File: config.mk
export PLATFORM = sky130hd
export DESIGN_NAME = clock_time_string_parser
export DESIGN_NICKNAME = d
export VERILOG_FILES = /design/src/tsp_pkg.sv /design/src/clock_time_string_parser.sv /design/src/tsp_char_step.sv /design/src/tsp_judge.sv
export VERILOG_INCLUDE_DIRS = /design/src /design/src/src
export SDC_FILE = /design/constraint.sdc
export NUM_CORES = 1
export LEC_CHECK = 0
export BUFFER_PORTS_ARGS = -buffer_cell sky130_fd_sc_hd__buf_4
export CAP_MARGIN = 40
export CELL_PAD_IN_SITES_DETAIL_PLACEMENT = 0
export CELL_PAD_IN_SITES_GLOBAL_PLACEMENT = 1
export CORE_AREA = 2 2 121 123
export DETAILED_ROUTE_END_ITERATION = 12
export DIE_AREA = 0 0 123 125
export GPL_ROUTABILITY_DRIVEN = 0
export PLACE_DENSITY_LB_ADDON = 0.1
export SLEW_MARGIN = 15
export SYNTH_ARGS = -nofsm -noshare
export SYNTH_HDL_FRONTEND = slang
export SYNTH_SLANG_ARGS = --single-unit
File: constraint.sdc
create_clock -name clock -period 9.5 [get_ports clock]
set_clock_uncertainty 0.2 [all_clocks]
set_input_delay 0.475 -clock clock [delete_from_list [all_inputs] [get_ports clock]]
set_output_delay 0.475 -clock clock [all_outputs]
set_load 0.05 [all_outputs]
File: src/assert_macros.svh
// Assertion macros used by clock_time_string_parser for its checks.
`ifndef ASSERT_MACROS_SVH
`define ASSERT_MACROS_SVH

// Property that must hold at every rising clock edge outside reset.
`define ASSERT_CLK(label, prop, msg) \
   label: assert property (@(posedge clock) disable iff (reset) (prop)) else $error(msg);

// Condition that must never be seen at a rising clock edge outside reset.
`define ASSERT_NEVER(label, cond, msg) \
   label: assert property (@(posedge clock) disable iff (reset) !(cond)) else $error(msg);

`endif

File: src/tsp_pkg.sv
`timescale 1ns / 1ps

package tsp_pkg;

   // Widths of the result fields.
   localparam int STATUS_W = 3;
   localparam int VALUE_W  = 10;
   localparam int HOUR_W   = 5;
   localparam int MINUTE_W = 6;
   localparam int SECOND_W = 6;
   localparam int MILLIS_W = 10;

   // Result status codes.
   localparam logic [STATUS_W-1:0] STATUS_OK     = 3'd0;
   localparam logic [STATUS_W-1:0] STATUS_FORMAT = 3'd1;
   localparam logic [STATUS_W-1:0] STATUS_HOUR   = 3'd2;
   localparam logic [STATUS_W-1:0] STATUS_MINUTE = 3'd3;
   localparam logic [STATUS_W-1:0] STATUS_SECOND = 3'd4;
   localparam logic [STATUS_W-1:0] STATUS_MILLIS = 3'd5;

   // Character codes.
   localparam logic [7:0] CHAR_COLON = 8'h3A;
   localparam logic [7:0] CHAR_COMMA = 8'h2C;
   localparam logic [7:0] CHAR_ZERO  = 8'h30;
   localparam logic [7:0] CHAR_NINE  = 8'h39;

   // Field indexes.
   localparam logic [1:0] FIELD_HOUR   = 2'd0;
   localparam logic [1:0] FIELD_MINUTE = 2'd1;
   localparam logic [1:0] FIELD_SECOND = 2'd2;
   localparam logic [1:0] FIELD_MILLIS = 2'd3;

   // Saturation value of a field accumulator.
   localparam logic [VALUE_W-1:0] VALUE_MAX = 10'd1023;

   // Upper limits per field, hour in entry zero.
   localparam logic [3:0][VALUE_W-1:0] FIELD_LIMIT = {10'd999, 10'd59, 10'd59, 10'd23};

   // Counters saturate at this value.
   localparam logic [1:0] COUNT_MAX = 2'd3;

   // Parsing state of the text being received.
   typedef struct packed {
      logic [1:0]              field_index;
      logic [1:0]              colon_count;
      logic [1:0]              comma_count;
      logic [3:0]              nondigit;
      logic [3:0][VALUE_W-1:0] value;
   } parse_state_type;

endpackage

File: src/clock_time_string_parser.sv
`timescale 1ns / 1ps
// Time text parser for texts of the form hh:mm:ss,mmm.
// Input channel req_: one character per transaction in req_tdata, with
// req_tlast high on the final character of a text. Result channel rsp_:
// one transaction per text, sent for the final character, carrying the
// status and the stored time (which only an ok text replaces).
// Each character is first held in an input register; from there the
// parse state register is updated and, for a final character, the status
// is judged and the result register loaded, which drives rsp_tvalid.
// Throughput is one character per cycle, set by the single update step on
// the parse state register, except while a final character waits.
// When rsp_tready is low a waiting result holds; characters that do not
// end a text keep flowing, and only the next final character waits for
// the result register to be taken.
// Reset clears the parse state, the stored time, the time-set flag and
// both valid flags; rsp_tvalid is low after reset.

`include "assert_macros.svh"

module clock_time_string_parser (
   input  logic        clock,
   input  logic        reset,
   input  logic        req_tvalid,
   output logic        req_tready,
   input  logic [7:0]  req_tdata,   // [7:0] char_code
   input  logic        req_tlast,   // is_last
   output logic        rsp_tvalid,
   input  logic        rsp_tready,
   output logic [31:0] rsp_tdata    // [2:0] result_status, [3] time_set, [8:4] out_hour,
                                    // [14:9] out_minute, [20:15] out_second,
                                    // [30:21] out_millis, [31] zero
);
   import tsp_pkg::*;

   logic                in_valid_ff;
   logic                in_valid_in;
   logic [7:0]          in_char_ff;
   logic                in_last_ff;

   parse_state_type     parse_ff;
   parse_state_type     parse_in;
   parse_state_type     parse_step;
   logic [STATUS_W-1:0] status;

   logic [HOUR_W-1:0]   stored_hour_ff;
   logic [MINUTE_W-1:0] stored_minute_ff;
   logic [SECOND_W-1:0] stored_second_ff;
   logic [MILLIS_W-1:0] stored_millis_ff;
   logic                stored_valid_ff;
   logic                store_en;

   logic                out_valid_ff;
   logic                out_valid_in;
   logic [STATUS_W-1:0] out_status_ff;
   logic                out_set_ff;
   logic [HOUR_W-1:0]   out_hour_ff;
   logic [MINUTE_W-1:0] out_minute_ff;
   logic [SECOND_W-1:0] out_second_ff;
   logic [MILLIS_W-1:0] out_millis_ff;

   logic                fire;
   logic                emit;

   // The held character is processed unless it ends a text and the result slot is busy.
   assign fire       = in_valid_ff && (!in_last_ff || !out_valid_ff || rsp_tready);
   assign emit       = fire && in_last_ff;
   assign req_tready = !in_valid_ff || fire;

   // Input register.
   assign in_valid_in = (req_tvalid && req_tready) || (in_valid_ff && !fire);

   always_ff @(posedge clock) begin
      if (reset) begin
         in_valid_ff <= 1'b0;
      end else begin
         in_valid_ff <= in_valid_in;
      end
   end

   always_ff @(posedge clock) begin
      if (req_tvalid && req_tready) begin
         in_char_ff <= req_tdata;
         in_last_ff <= req_tlast;
      end
   end

   // Parse update and judgment.
   tsp_char_step u_char_step (
      .state_cur (parse_ff),
      .char_code (in_char_ff),
      .state_nxt (parse_step)
   );

   tsp_judge u_judge (
      .state_fin (parse_step),
      .status    (status)
   );

   assign store_en = emit && (status == STATUS_OK);

   // Parse state returns to empty after the final character of a text.
   always_comb begin
      parse_in = parse_ff;
      if (fire) begin
         parse_in = in_last_ff ? '0 : parse_step;
      end
   end

   always_ff @(posedge clock) begin
      if (reset) begin
         parse_ff <= '0;
      end else begin
         parse_ff <= parse_in;
      end
   end

   // Stored time, replaced only by an ok text.
   always_ff @(posedge clock) begin
      if (reset) begin
         stored_hour_ff   <= '0;
         stored_minute_ff <= '0;
         stored_second_ff <= '0;
         stored_millis_ff <= '0;
         stored_valid_ff  <= 1'b0;
      end else if (store_en) begin
         stored_hour_ff   <= parse_step.value[FIELD_HOUR][HOUR_W-1:0];
         stored_minute_ff <= parse_step.value[FIELD_MINUTE][MINUTE_W-1:0];
         stored_second_ff <= parse_step.value[FIELD_SECOND][SECOND_W-1:0];
         stored_millis_ff <= parse_step.value[FIELD_MILLIS][MILLIS_W-1:0];
         stored_valid_ff  <= 1'b1;
      end
   end

   // Result register.
   assign out_valid_in = emit || (out_valid_ff && !rsp_tready);

   always_ff @(posedge clock) begin
      if (reset) begin
         out_valid_ff <= 1'b0;
      end else begin
         out_valid_ff <= out_valid_in;
      end
   end

   always_ff @(posedge clock) begin
      if (emit) begin
         out_status_ff <= status;
         out_set_ff    <= store_en || stored_valid_ff;
         out_hour_ff   <= store_en ? parse_step.value[FIELD_HOUR][HOUR_W-1:0] : stored_hour_ff;
         out_minute_ff <= store_en ? parse_step.value[FIELD_MINUTE][MINUTE_W-1:0]
                                   : stored_minute_ff;
         out_second_ff <= store_en ? parse_step.value[FIELD_SECOND][SECOND_W-1:0]
                                   : stored_second_ff;
         out_millis_ff <= store_en ? parse_step.value[FIELD_MILLIS][MILLIS_W-1:0]
                                   : stored_millis_ff;
      end
   end

   assign rsp_tvalid = out_valid_ff;
   assign rsp_tdata  = {1'b0, out_millis_ff, out_second_ff, out_minute_ff, out_hour_ff,
                        out_set_ff, out_status_ff};

   // Checks on the internal logic.
   `ASSERT_CLK(a_rsp_from_last, $rose(out_valid_ff) |-> $past(emit), "result without final character")
   `ASSERT_CLK(a_set_sticky, stored_valid_ff |=> stored_valid_ff, "time-set flag dropped")
   `ASSERT_NEVER(a_hour_range, stored_hour_ff > 5'd23, "stored hour out of range")
   `ASSERT_CLK(a_parse_clear, emit |=> (parse_ff == '0), "parse state not cleared after text")

endmodule

File: src/tsp_char_step.sv
`timescale 1ns / 1ps

module tsp_char_step (
   input  tsp_pkg::parse_state_type state_cur,
   input  logic [7:0]               char_code,
   output tsp_pkg::parse_state_type state_nxt
);
   import tsp_pkg::*;

   logic [1:0]           field;
   logic [3:0]           digit;
   logic [VALUE_W+3:0]   acc_wide;
   logic [VALUE_W+3:0]   acc_old;

   assign field   = state_cur.field_index;
   assign digit   = 4'(char_code - CHAR_ZERO);
   assign acc_old = {4'b0, state_cur.value[field]};
   // Multiply by ten as two shifts, then add the new digit.
   assign acc_wide = (acc_old << 3) + (acc_old << 1) + {{VALUE_W{1'b0}}, digit};

   // Update the parsing state with one character.
   always_comb begin
      state_nxt = state_cur;
      if (char_code == CHAR_COLON) begin
         if (state_cur.colon_count != COUNT_MAX) begin
            state_nxt.colon_count = state_cur.colon_count + 2'd1;
         end
         if (field == FIELD_HOUR || field == FIELD_MINUTE) begin
            state_nxt.field_index = field + 2'd1;
         end else begin
            state_nxt.nondigit[field] = 1'b1;
         end
      end else if (char_code == CHAR_COMMA) begin
         if (state_cur.comma_count != COUNT_MAX) begin
            state_nxt.comma_count = state_cur.comma_count + 2'd1;
         end
         if (field == FIELD_SECOND) begin
            state_nxt.field_index = FIELD_MILLIS;
         end else begin
            state_nxt.nondigit[field] = 1'b1;
         end
      end else if (char_code >= CHAR_ZERO && char_code <= CHAR_NINE) begin
         if (acc_wide > {4'b0, VALUE_MAX}) begin
            state_nxt.value[field] = VALUE_MAX;
         end else begin
            state_nxt.value[field] = acc_wide[VALUE_W-1:0];
         end
      end else begin
         state_nxt.nondigit[field] = 1'b1;
      end
   end

endmodule

File: src/tsp_judge.sv
`timescale 1ns / 1ps

module tsp_judge (
   input  tsp_pkg::parse_state_type       state_fin,
   output logic [tsp_pkg::STATUS_W-1:0]   status
);
   import tsp_pkg::*;

   logic [STATUS_W-1:0] nondigit_code;
   logic                nondigit_hit;
   logic [STATUS_W-1:0] range_code;
   logic                range_hit;

   // First field holding a non-digit; scanning down leaves the lowest one.
   always_comb begin
      nondigit_code = STATUS_OK;
      nondigit_hit  = 1'b0;
      for (int i = 3; i >= 0; i--) begin
         if (state_fin.nondigit[i]) begin
            nondigit_code = STATUS_HOUR + STATUS_W'(i);
            nondigit_hit  = 1'b1;
         end
      end
   end

   // First field whose value is above its limit.
   always_comb begin
      range_code = STATUS_OK;
      range_hit  = 1'b0;
      for (int i = 3; i >= 0; i--) begin
         if (state_fin.value[i] > FIELD_LIMIT[i]) begin
            range_code = STATUS_HOUR + STATUS_W'(i);
            range_hit  = 1'b1;
         end
      end
   end

   // Separator count is checked first, then digits, then ranges.
   always_comb begin
      if (state_fin.colon_count != 2'd2 || state_fin.comma_count != 2'd1) begin
         status = STATUS_FORMAT;
      end else if (nondigit_hit) begin
         status = nondigit_code;
      end else if (range_hit) begin
         status = range_code;
      end else begin
         status = STATUS_OK;
      end
   end

endmodule
**Word level (Yosys, flattened, before mapping)**

Cells that the tools add are included.

- Register bits after elaboration: 120
- Input bits: 13
- Output and inout bits: 34
- Word-level logic and storage cells: 124

- Add/subtract/negate cells: 6
- Order comparisons: 9
- Eq/ne operators: 9
- Multiplexer cells: 49
- Bitwise operators: 2
- Reduce and logical (&&, ||, !) cells: 26

Operator list:

| kind | number |
|---|---|
| two-way mux 40 bit | 4 |
| two-way mux 50 bit | 1 |
| bitwise mux 40 bit | 1 |
| bitwise OR 40 bit | 1 |
| two-way mux 3 bit | 11 |
| two-way mux 10 bit | 3 |
| binary-select mux 10 bit (select 2 bit) | 1 |
| demux 10 bit (select 2 bit) | 1 |
| greater-than comparator 10 x 6 -> 1 bit, second input constant | 2 |
| two-way mux 4 bit | 5 |
| two-way mux 2 bit | 9 |
| == test 8 x 6 -> 1 bit, second input constant | 2 |
| adder 13 x 11 -> 14 bit | 1 |
| adder 14 x 4 -> 14 bit | 1 |
| greater-than comparator 14 x 10 -> 1 bit, second input constant | 1 |
| two-way mux 6 bit | 2 |
| greater-than comparator 10 bit, second input constant | 1 |
| greater-than comparator 10 x 5 -> 1 bit, second input constant | 1 |
| two-way mux 1 bit | 9 |
| greater-or-equal comparator 8 x 6 -> 1 bit, second input constant | 1 |
| less-or-equal comparator 8 x 6 -> 1 bit, second input constant | 1 |
| logical AND 1 bit | 8 |
| logical OR 1 bit | 8 |
| adder 2 x 1 -> 2 bit, second input constant | 3 |
| 16 further kinds | 23 |

**Longest topological paths before layout**

Gate-level depths: netlist of run 1.

- Depth in word-level cells: 20
- Gate-level depth with buffers: 17
- Depth with buffers taken out: 14

**Hierarchy**

A second synthesis of run 1 with hierarchy kept.

- Cell total of the unflattened synthesis: 615
- Area total of the unflattened synthesis: 6528.8 um2

By module, submodules not included:

| module | times used | cells an instance | area an instance (um2) | sequential area each (um2) |
|---|---|---|---|---|
| clock_time_string_parser | 1 | 319 | 4414.2 | 2802.7 |
| tsp_char_step | 1 | 271 | 1951.9 | 0.0 |
| tsp_judge | 1 | 25 | 162.7 | 0.0 |

**Worst setup path before layout of run 1**

Ideal clock, no wire load.

- Path type: reg-to-reg
- Start point: reg parse_ff[48] in the netlist's numbering
- End point: reg out_millis_ff[4] (data pin)
- Library setup time: 262 ps
- Data arrival time: 5064 ps
- Data required time: 9038 ps
- Slack: 3974 ps
- Cell stages (with the launch flop): 16
- Buffers on the path: 3
- Clock period less this slack: 5526 ps
- Path through: dfxtp_1 -> buf_1 -> mux4_2 -> inv_1 -> fa_1 -> fa_1 -> nand2b_1 -> a211oi_2 -> a21o_1 -> a31oi_1 -> or4_1 -> buf_2 -> a221oi_1 -> nand4_4 -> buf_6 -> mux2_4

- Cells in the longest elaborated chain, start to end: 20
- Elaborated cells on any way between the ends: 54
- Classes of those cells: add/sub (2); order compare (7); eq/ne (2); mux (36); bitwise (2); reduce/logical (5)

RTL lines:

| what | line | source |
|---|---|---|
| start, declared | clock_time_string_parser.sv:40 | `parse_state_type parse_ff;` |
| start signal, assigned | clock_time_string_parser.sv:113 | `parse_ff <= parse_in;` |
| binary-select mux 10 bit (select 2 bit), or another cell as far along | tsp_char_step.sv:17 | `assign acc_old = {4'b0, state_cur.value[field]};` |
| two-way mux 10 bit (not written as such) / logical AND 1 bit (equally long branches) | -- |  |
| adder 13 x 11 -> 14 bit / two-way mux 10 bit (equally long branches) | tsp_char_step.sv:19, tsp_char_step.sv:44, tsp_char_step.sv:46 |  |
| adder 14 x 4 -> 14 bit / demux 10 bit (select 2 bit) (equally long branches) | -- |  |
| greater-than comparator 14 x 10 -> 1 bit, or another cell as far along | tsp_char_step.sv:43 | `if (acc_wide > {4'b0, VALUE_MAX}) begin` |
| two-way mux 40 bit | tsp_char_step.sv:43 |  |
| two-way mux 40 bit | tsp_char_step.sv:42 | `end else if (char_code >= CHAR_ZERO && char_code <= CHAR_NINE) begin` |
| two-way mux 40 bit | tsp_char_step.sv:33 | `end else if (char_code == CHAR_COMMA) begin` |
| two-way mux 40 bit | tsp_char_step.sv:24 | `if (char_code == CHAR_COLON) begin` |
| greater-than comparator 10 bit | tsp_judge.sv:31 | `if (state_fin.value[i] > FIELD_LIMIT[i]) begin` |
| two-way mux 3 bit / two-way mux 1 bit (equally long branches) (4 in series) | tsp_judge.sv:31 |  |
| two-way mux 3 bit | tsp_judge.sv:44 | `end else if (range_hit) begin` |
| two-way mux 3 bit | tsp_judge.sv:42 | `end else if (nondigit_hit) begin` |
| two-way mux 3 bit | tsp_judge.sv:40 | `if (state_fin.colon_count != 2'd2 \|\| state_fin.comma_count != 2'd1) begin` |
| zero test 3 bit | clock_time_string_parser.sv:99 | `assign store_en = emit && (status == STATUS_OK);` |
| logical AND 1 bit | clock_time_string_parser.sv:99 |  |
| two-way mux 10 bit (*) | -- |  |
| end signal, assigned | clock_time_string_parser.sv:154 | `out_millis_ff <= store_en ? parse_step.value[FIELD_MILLIS][MILLIS_W-1:0]` |
| end, declared | clock_time_string_parser.sv:59 | `logic [MILLIS_W-1:0] out_millis_ff;` |

Every way passes the cells marked *; elsewhere a longest branch is shown, timed or not. The select of a mux whose other input is x is not followed.
A chain may end at the register's enable or synchronous reset.

**Worst setup path after layout of run 1**

- Start point: reg parse_ff[48] in the netlist's numbering
- End point: reg stored_second_ff[1]

- Cells in the longest elaborated chain, start to end: 20
- Elaborated cells on any way between the ends: 54
- Classes of those cells: add/sub (2); order compare (7); eq/ne (2); mux (36); bitwise (2); reduce/logical (5)

RTL lines:

| what | line | source |
|---|---|---|
| binary-select mux 10 bit (select 2 bit), or another cell as far along | tsp_char_step.sv:17 |  |
| two-way mux 10 bit (not written as such) / logical AND 1 bit (equally long branches) | -- |  |
| adder 13 x 11 -> 14 bit / two-way mux 10 bit (equally long branches) | tsp_char_step.sv:19, tsp_char_step.sv:44, tsp_char_step.sv:46 |  |
| adder 14 x 4 -> 14 bit / demux 10 bit (select 2 bit) (equally long branches) | -- |  |
| greater-than comparator 14 x 10 -> 1 bit, or another cell as far along | tsp_char_step.sv:43 |  |
| two-way mux 40 bit | tsp_char_step.sv:43 |  |
| two-way mux 40 bit | tsp_char_step.sv:42 |  |
| two-way mux 40 bit | tsp_char_step.sv:33 |  |
| two-way mux 40 bit | tsp_char_step.sv:24 |  |
| greater-than comparator 10 bit | tsp_judge.sv:31 |  |
| two-way mux 3 bit / two-way mux 1 bit (equally long branches) (4 in series) | tsp_judge.sv:31 |  |
| two-way mux 3 bit | tsp_judge.sv:44 |  |
| two-way mux 3 bit | tsp_judge.sv:42 |  |
| two-way mux 3 bit | tsp_judge.sv:40 |  |
| zero test 3 bit | clock_time_string_parser.sv:99 |  |
| logical AND 1 bit | clock_time_string_parser.sv:99 |  |
| two-way mux 6 bit (*) | -- |  |
| end signal, assigned | clock_time_string_parser.sv:128 | `stored_second_ff <= parse_step.value[FIELD_SECOND][SECOND_W-1:0];` |
| end, declared | clock_time_string_parser.sv:47 | `logic [SECOND_W-1:0] stored_second_ff;` |

Marked as above.

==> results.md, run 1 <==
- run status: complete, no violations
- Achievable Freq: 0.155 GHz
- HP Class: input port to register
- Min Hold Slack: 38.9 ps
- count of buffering cells on the critical path with inverters included: 1
- final-report hold violation count: 0
- Die ar.: 15400 µm²
- critical path capture point type: register
- Area Growth Syn to Fin: 16.7%
- Cell variety after synth: 65
- Yosys warnings: 0
- Total Nets Final: 696
- Tmin final: 6440 ps
- sequential fraction of design power: 0.439
- sum of overflow across all layers after global routing: 0
- non-filler cells in the finished layout: 855
- Row Count: 44
- CTS Hold Bufs: 0
- overall routing resource usage: 0.219
- CP top delay family: simple AND/OR/NAND/NOR gates
- clock tree from TritonCTS: yes
- initial cell density of the core: 0.436
- post-detailed-routing wire length: 16200 µm
- share of power burned in combinational logic: 0.041
- Worst IR Drop VDD: 0.000115 V
- data arrival time of the critical path: 6500 ps
- top_reg_cell synth: sky130_fd_sc_hd__dfxtp_1
- Post-Synth XOR/XNOR Area: 0.0127
- number of detailed-route iterations in the first pass: 5
- sink count of the clock tree: 120
- Clock Path Buffers: 2
- DP Cell Count: 823
- fraction of layout cells with a size suffix above 1: 0.197
- highest cell delay on the worst timing path: 830 ps
- Max Cap Viol: 0
- Slew @ Worst Pin: 827 ps
- critical path class: register to register
- final antenna-violating net count: 0
- Chip Width: 123 µm
- Routed wire per std cell: 18.9 µm
- critical path's most frequent cell: sky130_fd_sc_hd__fa_1
- Remaining DRCs: 0
- share of the synthesized area in compound gates (AO/OA/AOI/OAI): 0.147
- part of the total power dissipated in the clock network: 0.520
- ordered cell list for the critical path: mux4_2, inv_1, fa_1, fa_1, nand2b_1, a211oi_2, a21o_1, a31oi_1, or4_1, a221oi_1, nand4_4, mux2_4, nor2b_1
- mean post-synth cell area: 9.91 µm²
- Port Buffer Count: 45
- async set or reset register ratio after synthesis: 0
- Std-Cell Core Area: 14200 µm²
- fin. max-slew vios: 0
- Critical Path RT: 9560 ps
- deepest level of the CTS H-tree: 4
- DR iter-0 viols: 406
- cell area power density: 170 nW/µm²
- main combinational cell family by area after synthesis: simple AND/OR/NAND/NOR gates
- top-area cell type share of the netlist area: 0.259
- wire length of the first global-routing pass: 25500 µm
- adder-cell area share of the yosys netlist: 0.0530
- largest area contributor in the synthesized netlist: sky130_fd_sc_hd__dfxtp_1
- number of synthesized register bits: 120
- I/O Pins: 47
- Startpoint Class: register
- height of the die: 125 µm
- syn_nets: 663
- Mapped Cells: 625
- slack of the worst reg-to-reg path: 3060 ps
- mux cell area share after synthesis: 0.102
- number of antenna violations at the first check in global routing: 0
- hpwl dp: 11400 µm
- maximum number of pins on one net before global-route repair: 75
- simple logic cell fraction of the synthesized area: 0.196
- number of buffers created by CTS: 17
- # resized after CTS: 0
- cell chosen for the clock root: sky130_fd_sc_hd__clkbuf_16
- Post-Route Setup TNS: 0 ps
- sw power: 0.000273 W
- main area contributors after synthesis: sky130_fd_sc_hd__dfxtp_1 (26%), sky130_fd_sc_hd__edfxtp_1 (19%), sky130_fd_sc_hd__nor2_1 (6.4%)
- setup repair after global routing missed its margin: no
- post-CTS setup buffers: 0
- Power Internal: 0.000955 W
- detail-routed via count per cell: 5.70
- number of global-route vias before repair: 4692
- commonest cells after routing, fill and taps aside: sky130_fd_sc_hd__nor2_1 (105), sky130_fd_sc_hd__dfxtp_1 (80), sky130_fd_sc_hd__a21oi_1 (54), sky130_fd_sc_hd__buf_4 (49), sky130_fd_sc_hd__edfxtp_1 (40)
- switching share of total power: 0.222
- clock transition at the registers of the reported paths: 60 ps
- post-route clock period utilization: 0.678
- sequential cell area fraction in the yosys report: 0.453
- highest net fanout along the worst path: 28
- insertion delay of the later-clocked pin in the worst-skew pair: 420 ps
- antenna cells: 0
- leading cell type in the layout, fill and taps excluded: sky130_fd_sc_hd__nor2_1
- slowest cell on the critical path: sky130_fd_sc_hd__dfxtp_1
- leakage power: 2.87 nW
- Max-slew headroom: 0.448
- number of enable-type register cells in the synthesized netlist: 40
- vias after detailed routing: 4872
- Syn Std Cell Area: 6190 µm²
- final setup violating endpoints: 0
## worst reg2reg max path: stages, from the launching register on
cell and delay (ps):
sky130_fd_sc_hd__dfxtp_1 830, sky130_fd_sc_hd__mux4_2 650, sky130_fd_sc_hd__inv_1 100, sky130_fd_sc_hd__fa_1 460, sky130_fd_sc_hd__fa_1 490, sky130_fd_sc_hd__nand2b_1 200
sky130_fd_sc_hd__a211oi_2 340, sky130_fd_sc_hd__a21o_1 170, sky130_fd_sc_hd__a31oi_1 60, sky130_fd_sc_hd__or4_1 750, sky130_fd_sc_hd__a221oi_1 640, sky130_fd_sc_hd__nand4_4 720
sky130_fd_sc_hd__mux2_4 550, sky130_fd_sc_hd__nor2b_1 140
## cell usage after synthesis, types with 5 or more instances
| master | n |
|---|---|
| sky130_fd_sc_hd__nor2b_1 | 33 |
| sky130_fd_sc_hd__ha_1 | 23 |
| sky130_fd_sc_hd__nor2_1 | 105 |
| sky130_fd_sc_hd__a31oi_1 | 7 |
| sky130_fd_sc_hd__inv_1 | 16 |
| sky130_fd_sc_hd__clkbuf_1 | 26 |
| sky130_fd_sc_hd__mux2_2 | 11 |
| sky130_fd_sc_hd__nand2_1 | 26 |
| sky130_fd_sc_hd__a21o_1 | 5 |
| sky130_fd_sc_hd__dfxtp_1 | 80 |
| sky130_fd_sc_hd__a2bb2oi_1 | 8 |
| sky130_fd_sc_hd__xnor2_1 | 7 |
| sky130_fd_sc_hd__and3_1 | 7 |
| sky130_fd_sc_hd__nand2b_1 | 10 |
| sky130_fd_sc_hd__nor3_1 | 21 |
| sky130_fd_sc_hd__a21oi_1 | 54 |
| sky130_fd_sc_hd__and2_1 | 6 |
| sky130_fd_sc_hd__mux2_4 | 19 |
| sky130_fd_sc_hd__a22oi_1 | 13 |
| sky130_fd_sc_hd__o21ai_0 | 6 |
| sky130_fd_sc_hd__mux4_2 | 10 |
| sky130_fd_sc_hd__o21ai_1 | 5 |
| sky130_fd_sc_hd__nand3_1 | 9 |
| sky130_fd_sc_hd__edfxtp_1 | 40 |
## worst paths after layout
kind / start / end / depth (start not counted)
min reg2reg: parse_ff[47]$_SDFFE_PP0P_ / parse_ff[47]$_SDFFE_PP0P_ / 2
max reg2reg: parse_ff[48]$_SDFFE_PP0P_ / stored_second_ff[1]$_SDFF_PP0_ / 13
max: parse_ff[48]$_SDFFE_PP0P_ / stored_second_ff[1]$_SDFF_PP0_ / 13
min: req_tdata[2] / in_char_ff[2]$_DFFE_PP_ / 1
## cells by family (layout without fill, tap and decap cells)
| group | after synthesis | count (layout) |
|---|---|---|
| xor+xnor | 9 | 9 |
| other cells | 1 | 1 |
| buf+inv | 52 | 98 |
| compound gates | 133 | 133 |
| flops | 120 | 120 |
| fa+ha+maj | 25 | 25 |
| mux | 40 | 40 |
| simple gates | 245 | 245 |
## power by group through the flow
stage,combinational (W),clock (W),sequential [W]
floorplan,0.0000247,0,0.000557
global placement,0.0000497,0,0.000549
detailed placement,0.0000505,0,0.000549
CTS,0.0000506,0.000649,0.000538
global route,0.0000544,0.000674,0.000539
finish,0.0000508,0.000639,0.000539
## flip-flops by register name, summed over array words and instances (netlist names), 6 cells and up
register and count:
in_char_ff 8, out_millis_ff 10, out_minute_ff 6, out_second_ff 6, parse_ff 50, stored_millis_ff 10, stored_minute_ff 6, stored_second_ff 6
## area by class of cell
cell class	instances	area (µm²)
Timing Repair Buffer	50	373
Multi-Input combinational cell	453	3170
Inverter	16	60.1
Fill cell	1336	6980
Clock inverter	10	119
Sequential cell	120	2800
Clock buffer	22	474
Tap cell	184	230
## layer usage
layer	up-vias	part of all wire	global-route usage
met1	2349	0.45	0.302
met4	0	0.022	0.0742
met3	24	0.063	0.0584
met5	-	0	0
met2	172	0.46	0.332
li1	2327	-	-
## through the flow
step                      area [µm²]   util  total power [W]  setup slack, ps
after global routing            7230  0.509          0.00127             2710
final                           7230  0.509          0.00123             3060
after detailed placement        6630  0.467         0.000600             3020
after floorplan                 6190      -         0.000581             3970
after CTS                       7230  0.509          0.00124             3030
after global placement          6620  0.466         0.000599             3160
No activity file was read; power rests on OpenSTA's default activity.
==> run 2, diff against run 1 <==
- clock period: 9.5 -> 6.4 ns (I/O delays scaled with it)
==> run 2 against run 1 <==
Against the previous run: final cell count up 1.9%; clock power up 51%; wire length up 2.4%; critical endpoint unchanged.
==> results.md, run 2 (synthesized netlist as in run 1, its figures left out) <==
- number of antenna violations at the first check in global routing: 0, unchanged
- ordered cell list for the critical path: mux4_2, inv_1, fa_1, fa_1, nand2b_1, a211oi_2, a21o_1, a31oi_1, or4_1, a221oi_1, nand4_4, buf_4, mux2_4, nor2b_1
- Critical Path RT: 6470 ps, -3090 ps
- non-filler cells in the finished layout: 871, +1.9%
- final-report hold violation count: 0, unchanged
- critical path's most frequent cell: sky130_fd_sc_hd__fa_1
- final standard cell utilization of the core: 0.519, +0.0104
- highest net fanout along the worst path: 28, unchanged
- Biggest register: parse_ff
- Max-slew headroom: 0.431, -0.0164
- Chip Width: 123 µm, unchanged
- Std-Cell Core Area: 14200 µm², unchanged
- # resized after CTS: 0, unchanged
- DP Cell Count: 828, +0.61%
- clock transition at the registers of the reported paths: 60 ps, about the same
- fraction of layout cells with a size suffix above 1: 0.201, +0.00415
- sequential fraction of design power: 0.432, -0.007
- path length in cells of the critical path: 14, +1
- CP endpoint: stored_second_ff[1]$_SDFF_PP0_
- number of global-route vias before repair: 4878, +4.0%
- cell area power density: 251 nW/µm², +48%
- deepest level of the CTS H-tree: 4, unchanged
- HP Class: register to register
- vias after detailed routing: 4910, +0.78%
- highest cell delay on the worst timing path: 760 ps, -70 ps
- area of the multi-input gates: 3170 µm², unchanged
- insertion delay of the later-clocked pin in the worst-skew pair: 420 ps, about the same
- worst flop-to-flop path endpoint: stored_second_ff[1]$_SDFF_PP0_
- Row Count: 44, unchanged
- switching share of total power: 0.242, +0.0200
- clock tree from TritonCTS: yes
- critical path class: register to register
- largest registers ranked by flip-flop count: parse_ff (50), out_millis_ff (10), stored_millis_ff (10)
- Die ar.: 15400 µm², unchanged
- Slew @ Worst Pin: 847 ps, +20.7 ps
- DR iter-0 viols: 449, +11%
- Startpoint Class: register
- flip-flop count of the largest register after layout: 50, unchanged
- Worst IR Drop VDD: 0.000225 V, +96%
- Post-Place Worst Slack: 764 ps, -2260 ps
- post-detailed-routing wire length: 16600 µm, +2.4%
- Port Buffer Count: 45, unchanged
- post-route clock period utilization: 0.882, +0.204
- run status: complete, no violations
- count of fill cells added during filler insertion: 1284, -3.9%
- Tmin final: 5640 ps, -798 ps
- I/O Pins: 47, unchanged
- min setup slack post-route: 757 ps, -2300 ps
- Routed wire per std cell: 19.0 µm, +0.49%
- critical path capture point type: register
- Max Cap Viol: 0, unchanged
- worst hold path startpoint: parse_ff[45]$_SDFFE_PP0P_
- cell chosen for the clock root: sky130_fd_sc_hd__clkbuf_16
- share of power burned in combinational logic: 0.044, +0.003
- detail-routed via count per cell: 5.64, -1.1%
- commonest cells after routing, fill and taps aside: sky130_fd_sc_hd__nor2_1 (105), sky130_fd_sc_hd__dfxtp_1 (80), sky130_fd_sc_hd__a21oi_1 (54), sky130_fd_sc_hd__buf_4 (54), sky130_fd_sc_hd__edfxtp_1 (40)
- number of detailed-route iterations in the first pass: 5, unchanged
- number of buffers created by CTS: 17, unchanged
- Clock Path Buffers: 2, unchanged
- Remaining DRCs: 0, unchanged
- part of the total power dissipated in the clock network: 0.523, +0.003
- sw power: 0.000448 W, +64%
- beginning of the critical path: parse_ff[48]$_SDFFE_PP0P_
- data arrival time of the critical path: 5710 ps, -790 ps
- hpwl dp: 11400 µm, -0.84%
- leading cell type in the layout, fill and taps excluded: sky130_fd_sc_hd__nor2_1
- maximum number of pins on one net before global-route repair: 75, unchanged
- final antenna-violating net count: 0, unchanged
- sum of overflow across all layers after global routing: 0, unchanged
- fin. max-slew vios: 0, unchanged
- count of buffering cells on the critical path with inverters included: 2, +1
- height of the die: 125 µm, unchanged
- sink count of the clock tree: 120, unchanged
- Power Internal: 0.00140 W, +47%
- final setup violating endpoints: 0, unchanged
- wire length of the first global-routing pass: 26300 µm, +3.0%
- Area Growth Syn to Fin: 19.1%
- post-CTS setup buffers: 0, unchanged
- overall routing resource usage: 0.226, +0.00730
- Post-Route Setup TNS: 0 ps, unchanged
- CTS Hold Bufs: 11, +11
- setup repair after global routing missed its margin: no
- initial cell density of the core: 0.436, unchanged
- FF/Latch Area: 2800 µm², unchanged
- Achievable Freq: 0.177 GHz, +14%
- Total Nets Final: 712, +2.3%
- antenna cells: 0, unchanged
- leakage power: 2.94 nW, +2.4%
- launching point of the worst reg2reg path: parse_ff[48]$_SDFFE_PP0P_
- slack of the worst reg-to-reg path: 760 ps, -2300 ps
- depth of the most critical reg-to-reg path: 14, +1
- slowest cell on the critical path: sky130_fd_sc_hd__or4_1
- CP top delay family: compound AO/OA/AOI/OAI gates
run 2: per-layer routing:
metal	wire, µm	track usage	share of wire
met4	475	0.0929	0.029
met2	7450	0.338	0.45
met3	883	0.0598	0.053
met5	0	0	0
met1	7760	0.310	0.47
run 2: layout make-up:
| class | count | area share |
|---|---|---|
| clock buffers | 18 | 0.0582 |
| inverters | 16 | 0.00815 |
| clock inverters | 14 | 0.0222 |
| multi-input cells | 453 | 0.429 |
| well taps | 184 | 0.0312 |
| flip-flops and latches | 120 | 0.380 |
| repair buffers | 66 | 0.0706 |
run 2: worst min-delay path by stage:
stage,end,slack (ps),cells after the start
6_report,parse_ff[45]$_SDFFE_PP0P_,270,2
5_1_grt,parse_ff[5]$_SDFFE_PP0P_,300,2
4_1_cts,parse_ff[45]$_SDFFE_PP0P_,270,2
3_5_place_dp,parse_ff[45]$_SDFFE_PP0P_,260,2
3_3_place_gp,parse_ff[45]$_SDFFE_PP0P_,250,2
2_1_floorplan,in_char_ff[0]$_DFFE_PP_,220,0
run 2: tightest hold or removal path, delay by kind of cell, from the launching register on:
family	cells	cell delay (ps)
AOI/OAI and AO/OA	1	40
DFF	1	330
and+or+nand+nor	1	70
run 2: per-stage QoR:
step	hold WS [ps]	power, W	instance area (µm²)
global placement	250	0.000892	6670
global route	299	0.00192	7370
finish	267	0.00185	7370
floorplan	219	0.000864	6190
CTS	273	0.00187	7370
detailed placement	257	0.000893	6670
run 2: power groups by stage:
stage	combinational, W	sequential, W	clock, W
after global placement	0.0000759	0.000816	0
after floorplan	0.0000367	0.000827	0
after detailed placement	0.0000767	0.000816	0
after global routing	0.0000886	0.000800	0.00103
after CTS	0.0000823	0.000800	0.000985
final	0.0000821	0.000800	0.000968
==> run 3, diff against run 2 <==
- GPL_TIMING_DRIVEN: unset -> 0
==> run 3 against run 2 <==
Against the previous run: final cell count grew 3.0%; worst setup slack lost 480 ps; count of clock-buffer cells in the layout is 1 lower.
==> results.md, run 3 (synthesized netlist as in run 1, its figures left out) <==
- run status: complete, no violations
- fin. max-slew vios: 0, unchanged
- flip-flop count of the largest register after layout: 50, unchanged
- Row Count: 44, unchanged
- HP Class: register to register
- launching point of the worst reg2reg path: parse_ff[48]$_SDFFE_PP0P_
- Achievable Freq: 0.163 GHz, -7.9%
- Critical Path RT: 6480 ps, about the same
- critical path class: register to register
- Slew @ Worst Pin: 862 ps, +14.3 ps
- cell area power density: 250 nW/µm², -0.29%
- Remaining DRCs: 0, unchanged
- routing usage on met2: 0.361, +0.0231
- final-report hold violation count: 0, unchanged
- number of antenna violations at the first check in global routing: 0, unchanged
- final standard cell utilization of the core: 0.529, +0.00951
- beginning of the critical path: parse_ff[48]$_SDFFE_PP0P_
- post-detailed-routing wire length: 17000 µm, +2.6%
- Post-Place Worst Slack: -79.5 ps, -844 ps
- Worst IR Drop VDD: 0.000227 V, +0.78%
- Total Nets Final: 738, +3.7%
- Std-Cell Core Area: 14200 µm², unchanged
- overall routing resource usage: 0.232, +0.00620
- count of buffering cells on the critical path with inverters included: 4, +2
- final antenna-violating net count: 0, unchanged
- Biggest register: parse_ff
- antenna cells: 0, unchanged
- worst hold path startpoint: parse_ff[45]$_SDFFE_PP0P_
- Routed wire per std cell: 18.9 µm, -0.35%
- height of the die: 125 µm, unchanged
- Clock Path Buffers: 2, unchanged
- final setup violating endpoints: 0, unchanged
- Die ar.: 15400 µm², unchanged
- I/O Pins: 47, unchanged
- sink count of the clock tree: 120, unchanged
- post-route clock period utilization: 0.957, +0.0753
- DR iter-0 viols: 421, -6.2%
- global-route met3 utilization: 0.0616, +0.00182
- vias after detailed routing: 5014, +2.1%
- number of global-route vias before repair: 4934, +1.1%
- Port Buffer Count: 45, unchanged
- Tmin final: 6130 ps, +482 ps
- Chip Width: 123 µm, unchanged
- data arrival time of the critical path: 6200 ps, +490 ps
- fraction of layout cells with a size suffix above 1: 0.196, -0.00452
- number of detailed-route iterations in the first pass: 5, unchanged
- min setup slack post-route: 275 ps, -482 ps
- met1 routing resource usage after global routing: 0.317, +0.00667
- hpwl dp: 12500 µm, +9.9%
- wire length of the first global-routing pass: 27100 µm, +3.0%
- cell chosen for the clock root: sky130_fd_sc_hd__clkbuf_16
- ordered cell list for the critical path: buf_2, mux4_2, inv_1, fa_1, fa_1, nand2b_1, a211oi_4, a21o_1, a31oi_1, or4_1, buf_2, o41ai_2, nand4_4, buf_6, mux2_4, nor2b_1
- leakage power: 2.98 nW, +1.4%
- clock transition at the registers of the reported paths: 60 ps, about the same
- sum of overflow across all layers after global routing: 0, unchanged
- Max Cap Viol: 0, unchanged
- Max-slew headroom: 0.423, -0.00790
- deepest level of the CTS H-tree: 4, unchanged
- clock tree from TritonCTS: yes
- maximum number of pins on one net before global-route repair: 35, -53%
- highest cell delay on the worst timing path: 620 ps, -140 ps
- leading cell type in the layout, fill and taps excluded: sky130_fd_sc_hd__nor2_1
- setup repair after global routing missed its margin: no
- Area Growth Syn to Fin: 21.3%
- commonest cells after routing, fill and taps aside: sky130_fd_sc_hd__nor2_1 (104), sky130_fd_sc_hd__dfxtp_1 (80), sky130_fd_sc_hd__a21oi_1 (54), sky130_fd_sc_hd__buf_4 (47), sky130_fd_sc_hd__edfxtp_1 (40)
- insertion delay of the later-clocked pin in the worst-skew pair: 420 ps, about the same
- critical path capture point type: register
- number of buffers created by CTS: 17, unchanged
- largest registers ranked by flip-flop count: parse_ff (50), out_millis_ff (10), stored_millis_ff (10)
- CP top delay family: simple AND/OR/NAND/NOR gates
- slowest cell on the critical path: sky130_fd_sc_hd__mux4_2
- initial cell density of the core: 0.436, unchanged
- highest net fanout along the worst path: 10, -64%
- Startpoint Class: register
- global-route layer with the greatest usage: met2
- detail-routed via count per cell: 5.59, -0.84%
## run 3: cell type report
cell class / instances / area, µm²
inverters: 16 / 60.1
repair buffers: 56 / 448
fillers: 1329 / 6700
well taps: 184 / 230
multi-input cells: 453 / 3180
flip-flops and latches: 120 / 2800
clock inverters: 15 / 196
clock buffers: 17 / 425
plain buffers: 36 / 163
## run 3: report_power, final
group	total [W]	internal, W	switching, W
registers	0.000798	0.000794	0.00000459
logic	0.0000867	0.0000251	0.0000616
clock network	0.000993	0.000621	0.000372
total	0.00188	0.00144	0.000438
## run 3: final timing paths
kind | end | slack [ps] | depth (start not counted)
worst max-delay path | stored_minute_ff[4]$_SDFF_PP0_ | 270 | 16
worst min-delay path | parse_ff[45]$_SDFFE_PP0P_ | 270 | 2
worst max register to register | stored_minute_ff[4]$_SDFF_PP0_ | 270 | 16
worst min register to register | parse_ff[45]$_SDFFE_PP0P_ | 270 | 2
## run 3: routing by layer
metal	wire, µm	part of all wire	up-vias
li1	-	-	2418
met1	7820	0.46	2430
met2	7940	0.47	144
met3	950	0.056	22
met4	288	0.017	0
met5	0	0	-
## run 3: worst min-delay path, delay by kind of cell, from the launching register on
family | cells | cell delay, ps
compound gates | 1 | 50
flops | 1 | 320
simple gates | 1 | 70
## run 3: timing repair
action	in CTS	in global routing
endpoints found under the setup margin	40	40
hold endpoints to repair	11	0
pin swaps	0	0
hold buffers	11	0
setup buffers	0	0
gates resized for setup	1	3
## run 3: metrics by stage
step	TNS (ps)	area, µm²	total power [W]	instances	hold slack (ps)
floorplan	0	6190	0.000864	625	219
global route	0	7510	0.00194	897	319
finish	0	7510	0.00188	897	273
global placement	0	6760	0.000894	854	250
detailed placement	-2180	6760	0.000895	854	266
CTS	0	7490	0.00189	897	278
